`config.mk`:
```
export PLATFORM = sky130hd
export DESIGN_NAME = trel_ctrl
export DESIGN_NICKNAME = d
export VERILOG_FILES = /design/src/trel_pkg.sv /design/src/trel_ctrl.sv
export VERILOG_INCLUDE_DIRS = /design/src /design/src/src
export SDC_FILE = /design/constraint.sdc
export NUM_CORES = 1
export LEC_CHECK = 0
export ABC_AREA = 1
export BUFFER_PORTS_ARGS = -buffer_cell sky130_fd_sc_hd__buf_4
export CAP_MARGIN = 5
export CELL_PAD_IN_SITES_DETAIL_PLACEMENT = 0
export CELL_PAD_IN_SITES_GLOBAL_PLACEMENT = 1
export CORE_AREA = 2 2 39 41
export DETAILED_ROUTE_END_ITERATION = 8
export DIE_AREA = 0 0 41 43
export GPL_TIMING_DRIVEN = 0
export MAX_ROUTING_LAYER = met4
export PLACE_DENSITY = 0.45
export SKIP_LAST_GASP = 1
export SLEW_MARGIN = 25
export SYNTH_ARGS = -nofsm -noshare
export SYNTH_HDL_FRONTEND = slang
export SYNTH_SLANG_ARGS = --single-unit
```
`constraint.sdc`:
```
create_clock -name i_clk -period 1.23 [get_ports i_clk]
set_input_delay 0.123 -clock i_clk [delete_from_list [all_inputs] [get_ports i_clk]]
set_output_delay 0.123 -clock i_clk [all_outputs]
set_load 0.005 [all_outputs]
```
`src/topic_ring_event_log_unit_assert.svh`:
```
// ----------------------------------------------------------------------------
// topic_ring_event_log_unit_assert.svh
// assertion macros shared by the event log modules
// ----------------------------------------------------------------------------
`ifndef TOPIC_RING_EVENT_LOG_UNIT_ASSERT_SVH
`define TOPIC_RING_EVENT_LOG_UNIT_ASSERT_SVH

`ifndef ASSERT_OFF

// same-cycle implication, checked out of reset
`define TREL_ASSERT_IMP(lbl, clk, rst_n, ante, cons) \
    lbl: assert property (@(posedge clk) disable iff (!rst_n) (ante) |-> (cons)) \
        else $error("implication check failed");

// next-cycle implication, checked out of reset
`define TREL_ASSERT_NXT(lbl, clk, rst_n, ante, cons) \
    lbl: assert property (@(posedge clk) disable iff (!rst_n) (ante) |=> (cons)) \
        else $error("next-cycle check failed");

`else

`define TREL_ASSERT_IMP(lbl, clk, rst_n, ante, cons)

`define TREL_ASSERT_NXT(lbl, clk, rst_n, ante, cons)

`endif

`endif

```
`src/trel_pkg.sv`:
```
// ----------------------------------------------------------------------------
// trel_pkg
// shared sizes, codes and control types of the topic event log
// ----------------------------------------------------------------------------
`default_nettype none

package trel_pkg;

    // log geometry
    localparam int TOPIC_COUNT   = 4;
    localparam int RING_DEPTH    = 16;
    localparam int PAYLOAD_LIMIT = 8;
    localparam int SUBJECT_LIMIT = 8;

    localparam int TI_W   = (TOPIC_COUNT > 1) ? $clog2(TOPIC_COUNT) : 1;
    localparam int SLOT_W = $clog2(RING_DEPTH);
    localparam int CNT_W  = $clog2(RING_DEPTH + 1);

    localparam logic [31:0] DROP_MAX = 32'hFFFF_FFFF;

    // stream widths
    localparam int IN_TDATA_W  = 152;
    localparam int IN_TUSER_W  = 2;
    localparam int OUT_TDATA_W = 248;
    localparam int OUT_TUSER_W = 3;

    typedef enum logic [1:0] {
        OP_PUBLISH     = 2'd0,
        OP_SUBSCRIBE   = 2'd1,
        OP_UNSUBSCRIBE = 2'd2,
        OP_READ        = 2'd3
    } t_opcode;

    typedef enum logic [2:0] {
        ST_OK      = 3'd0,
        ST_SUBJECT = 3'd1,
        ST_TOPIC   = 3'd2,
        ST_PAYLOAD = 3'd3,
        ST_INDEX   = 3'd4,
        ST_CAP     = 3'd5
    } t_status;

    // controller to datapath
    typedef struct packed {
        logic capture;   // latch the accepted transaction
        logic mem_rd;    // read the ring memory at the computed slot
        logic load_out;  // load the output register (and commit state)
        logic use_mem;   // output comes from the memory read data
    } t_ctrl_cmd;

    // datapath to controller
    typedef struct packed {
        logic fetch_needed;  // valid read that must go to the ring memory
        logic out_free;      // output register can take a result this cycle
    } t_dp_stat;

endpackage

`default_nettype wire

```
`src/trel_ctrl.sv`:
```
// ----------------------------------------------------------------------------
// trel_ctrl
// sequencer: accept, evaluate, optional memory fetch, hand off to output
// ----------------------------------------------------------------------------
`default_nettype none

`include "topic_ring_event_log_unit_assert.svh"

module trel_ctrl
    import trel_pkg::*;
(
    input  wire logic      i_clk,
    input  wire logic      i_rst_n,
    input  wire logic      i_s_axis_tvalid,
    output logic           o_s_axis_tready,
    input  wire t_dp_stat  i_stat,
    output t_ctrl_cmd      o_cmd
);

    typedef enum logic [2:0] {
        S_IDLE  = 3'b001,
        S_EVAL  = 3'b010,
        S_FETCH = 3'b100
    } t_state;

    t_state r_state;
    t_state n_state;

    always_comb begin
        n_state         = r_state;
        o_cmd           = '0;
        o_s_axis_tready = 1'b0;
        case (r_state)
            S_IDLE: begin
                o_s_axis_tready = 1'b1;
                if (i_s_axis_tvalid) begin
                    o_cmd.capture = 1'b1;
                    n_state       = S_EVAL;
                end
            end
            S_EVAL: begin
                if (i_stat.fetch_needed) begin
                    o_cmd.mem_rd = 1'b1;
                    n_state      = S_FETCH;
                end else if (i_stat.out_free) begin
                    o_cmd.load_out = 1'b1;
                    n_state        = S_IDLE;
                end
            end
            S_FETCH: begin
                // read data register holds while the output side stalls
                if (i_stat.out_free) begin
                    o_cmd.load_out = 1'b1;
                    o_cmd.use_mem  = 1'b1;
                    n_state        = S_IDLE;
                end
            end
            default: begin
                n_state = S_IDLE;
            end
        endcase
    end

    always_ff @(posedge i_clk) begin
        if (!i_rst_n) begin
            r_state <= S_IDLE;
        end else begin
            r_state <= n_state;
        end
    end

    `TREL_ASSERT_IMP(a_load_needs_room, i_clk, i_rst_n, o_cmd.load_out, i_stat.out_free)
    `TREL_ASSERT_IMP(a_fetch_after_read, i_clk, i_rst_n, r_state == S_FETCH, $past(o_cmd.mem_rd) || $past(r_state == S_FETCH))
    `TREL_ASSERT_IMP(a_ready_in_idle, i_clk, i_rst_n, o_s_axis_tready, r_state == S_IDLE)

endmodule

`default_nettype wire

```
==> flow_metrics.tcl <==
set metrics [dict create \
    maxSlewHeadroom_pct 92.4 \
    synth_nets 38 \
    largest_reg_flops 3 \
    r2r_start "r_state[2]$_SDFFE_PN0P_" \
    dpl.cell_count 58 \
    root_buffer "clkbuf_4" \
    vdd_drop_max_v 0.000350 \
    wirelength_um 466 \
    worst_pin_slew_ns 0.114 \
    dr.pass1.iters 1 \
    drtIter0Drc 0 \
    io_buffers 9 \
    synth_most_common_cell "inv_1" \
    r2r-end "r_state[0]$_SDFFE_PN1P_" \
    crit_start "r_state[0]$_SDFFE_PN1P_" \
    path_class "reg -> out" \
    synth_top_area_cell "dfxtp_1" \
    synth_warnings 0 \
    cts_buffer_depth 2 \
    synth_edf_count 0 \
    fin_ws_ns 0.0991 \
    path_cells "nor2_4 > nand3_1 > nand2_2 > buf_4" \
    finalSetupViolations 0 \
    fin_nets 52 \
    ys_async_sr_fraction_pct 0 \
    vias 237 \
    yosysSeqAreaShare_pct 27.6 \
    slew_violations 0 \
    powerDensity_nw_per_um2 1360 \
    cp_slowest_cell "dfxtp_2" \
    critPathMaxFanout 4 \
    die-area_sq_um 1760 \
    syn_area_sq_um 218 \
    setup_tns_ns 0 \
    p_leak_nw 0.179 \
    syn2layout_area_growth_pct 56.3 \
    finalPower_mw 0.462 \
    ys_ff_latch 3 \
    cts.hold.buffers_added 0 \
    pre_cts_ws_ns 0.292 \
    worst_ep_arrival_time_ns 1.01 \
    antenna_found_initial 0 \
    synthFlopType "dfxtp_1" \
    cts_buffers 3 \
    grt_pass1_wl_um 800 \
    reg2reg_depth 5 \
    final_cells 62 \
    numClockSinks 3 \
    max_stage_delay_ns 0.34 \
    outcome "finished clean" \
    cp_num_cells 4 \
    fp.dieH_um 43 \
    yosysUniqueCellTypes 13 \
    synth_commonest_cells "8 x inv_1, 5 x nand3_1, 3 x dfxtp_1, 3 x nor2_1, 3 x nor2_2" \
    hp-class "in -> reg" \
    die_w_um 41 \
    top_regs "r_state x3" \
    grt-ovfl-total 0 \
    synth_top_cell_area_share_pct 27.6 \
    grt_pass1_vias 224 \
    startpoint_type "register" \
    ant_nets 0 \
    critical-path-top-delay-family "flip-flops" \
    period_share_pct 91.9 \
    crit_end "o_cmd[1]" \
    dp_hpwl_um 385 \
    synth_area_leaders "dfxtp_1 28%, inv_1 14%, nand3_1 11%, nor2_2 8.6%, nand3_4 8.0%" \
    place_congestion 0.668 \
    syn_avg_cell_area_sq_um 6.60 \
    critPathRequiredTime_ns 1.11 \
    finalHoldViolCount 0 \
    fp-row-count 14 \
    clk_pin_slew_worst_paths_ns 0.04 \
    cts_max_level 1 \
    layout-drive-gt1-share_pct 50.0 \
    grt_max_degree 7 \
    clock_latency_ns 0.24 \
    wl_per_cell_um 7.52 \
    start_util_pct 15.7 \
    grt_usage_pct 7.61 \
    worst_clock_skew_ns 0.00317 \
    fmax_mhz 884 \
    cts_tree "built" \
    drc 0 \
    drv_cap 0 \
    critPathCaptureType "primary output" \
    fin_crit_ns 1.13 \
    ios 10 \
    regMostFlops "r_state" \
    rsz0062_at_grt "no" \
    rrSetupSlack_ns 0.38 \
    antenna-diode-count 0 \
    fp.coreArea_sq_um 1380 \
    syn_inst 33 \
    timing.critical_path.buf_inv 1 \
    vias_per_cell 3.82 \
    cts_setup_buffers 0 \
]
[layout by cell type (no fill, tap or decap)]
| master | Yosys | final |
|---|---|---|
| buf_4 | 0 | 9 |
| inv_1 | 8 | 8 |
| nand3_1 | 5 | 5 |
| nor2_1 | 3 | 3 |
| clkbuf_4 | 0 | 3 |
| dfxtp_2 | 0 | 3 |
| inv_2 | 2 | 2 |
| nand4_1 | 2 | 2 |
| a21oi_1 | 2 | 2 |
| nor2_2 | 3 | 2 |
| nand3_4 | 1 | 1 |
| nor2_4 | 0 | 1 |
| nand2_2 | 1 | 1 |
| o21ai_1 | 1 | 1 |
| nand2_1 | 1 | 1 |
| nand3_2 | 1 | 1 |
| clkbuf_1 | 0 | 1 |
[worst reg2reg max path, delay by kind of cell, from the launching register on]
kind / cells / cell delay, ns
and+or+nand+nor: 4 / 0.29
buffers and inverters: 1 / 0.08
DFF: 1 / 0.38
[cells by family after synthesis]
group | after synthesis | share of synthesized area, %
DFF | 3 | 27.6
buffers and inverters | 10 | 17.2
AOI/OAI and AO/OA | 3 | 6.89
and+or+nand+nor | 17 | 48.3
[what timing repair did]
action / 4_1_cts / 5_1_grt
resized for setup: 0 / 4
setup endpoints to repair: 0 / 3
endpoints found under the hold margin: 0 / 0
[area by class of cell]
type	count	area, sq um
clock buffers	4	26.3
fillers	161	1040
inverters	10	37.5
multi-input cells	20	125
flip-flops and latches	3	63.8
well taps	16	20.0
repair buffers	9	67.6
[stage by stage]
stage / hold WS (ns) / area (sq um) / utilization (%)
after global routing: 0.153 / 340 / 24.6
after CTS: 0.152 / 332 / 24.0
after detailed placement: 0.397 / 305 / 22.1
final: 0.153 / 340 / 24.6
after floorplan: 0.265 / 218 / -
after global placement: 0.397 / 305 / 22.1
[routing by layer]
layer,vias up,wire (um),GRT usage (%),part of all wire (%)
met5,-,0,-,0
met4,0,19,10.0,4.1
met3,2,45,3.14,9.7
met2,9,223,9.69,48
met1,98,178,7.07,38
li1,128,-,-,-
[worst min path at each step]
stage          startpoint                       to  cells after the start
2_1_floorplan     i_rst_n  r_state[1]$_SDFFE_PN0P_                      2
3_3_place_gp      i_rst_n  r_state[2]$_SDFFE_PN0P_                      3
3_5_place_dp      i_rst_n  r_state[2]$_SDFFE_PN0P_                      3
4_1_cts           i_rst_n  r_state[2]$_SDFFE_PN0P_                      3
5_1_grt           i_rst_n  r_state[2]$_SDFFE_PN0P_                      3
6_report          i_rst_n  r_state[2]$_SDFFE_PN0P_                      3
[power breakdown]
group	switching, mW	total (mW)	internal [mW]
Sequential	0.0217	0.138	0.116
Clock	0.0533	0.175	0.122
Combinational	0.0773	0.150	0.0725
Power figures use the tool's default switching activity.
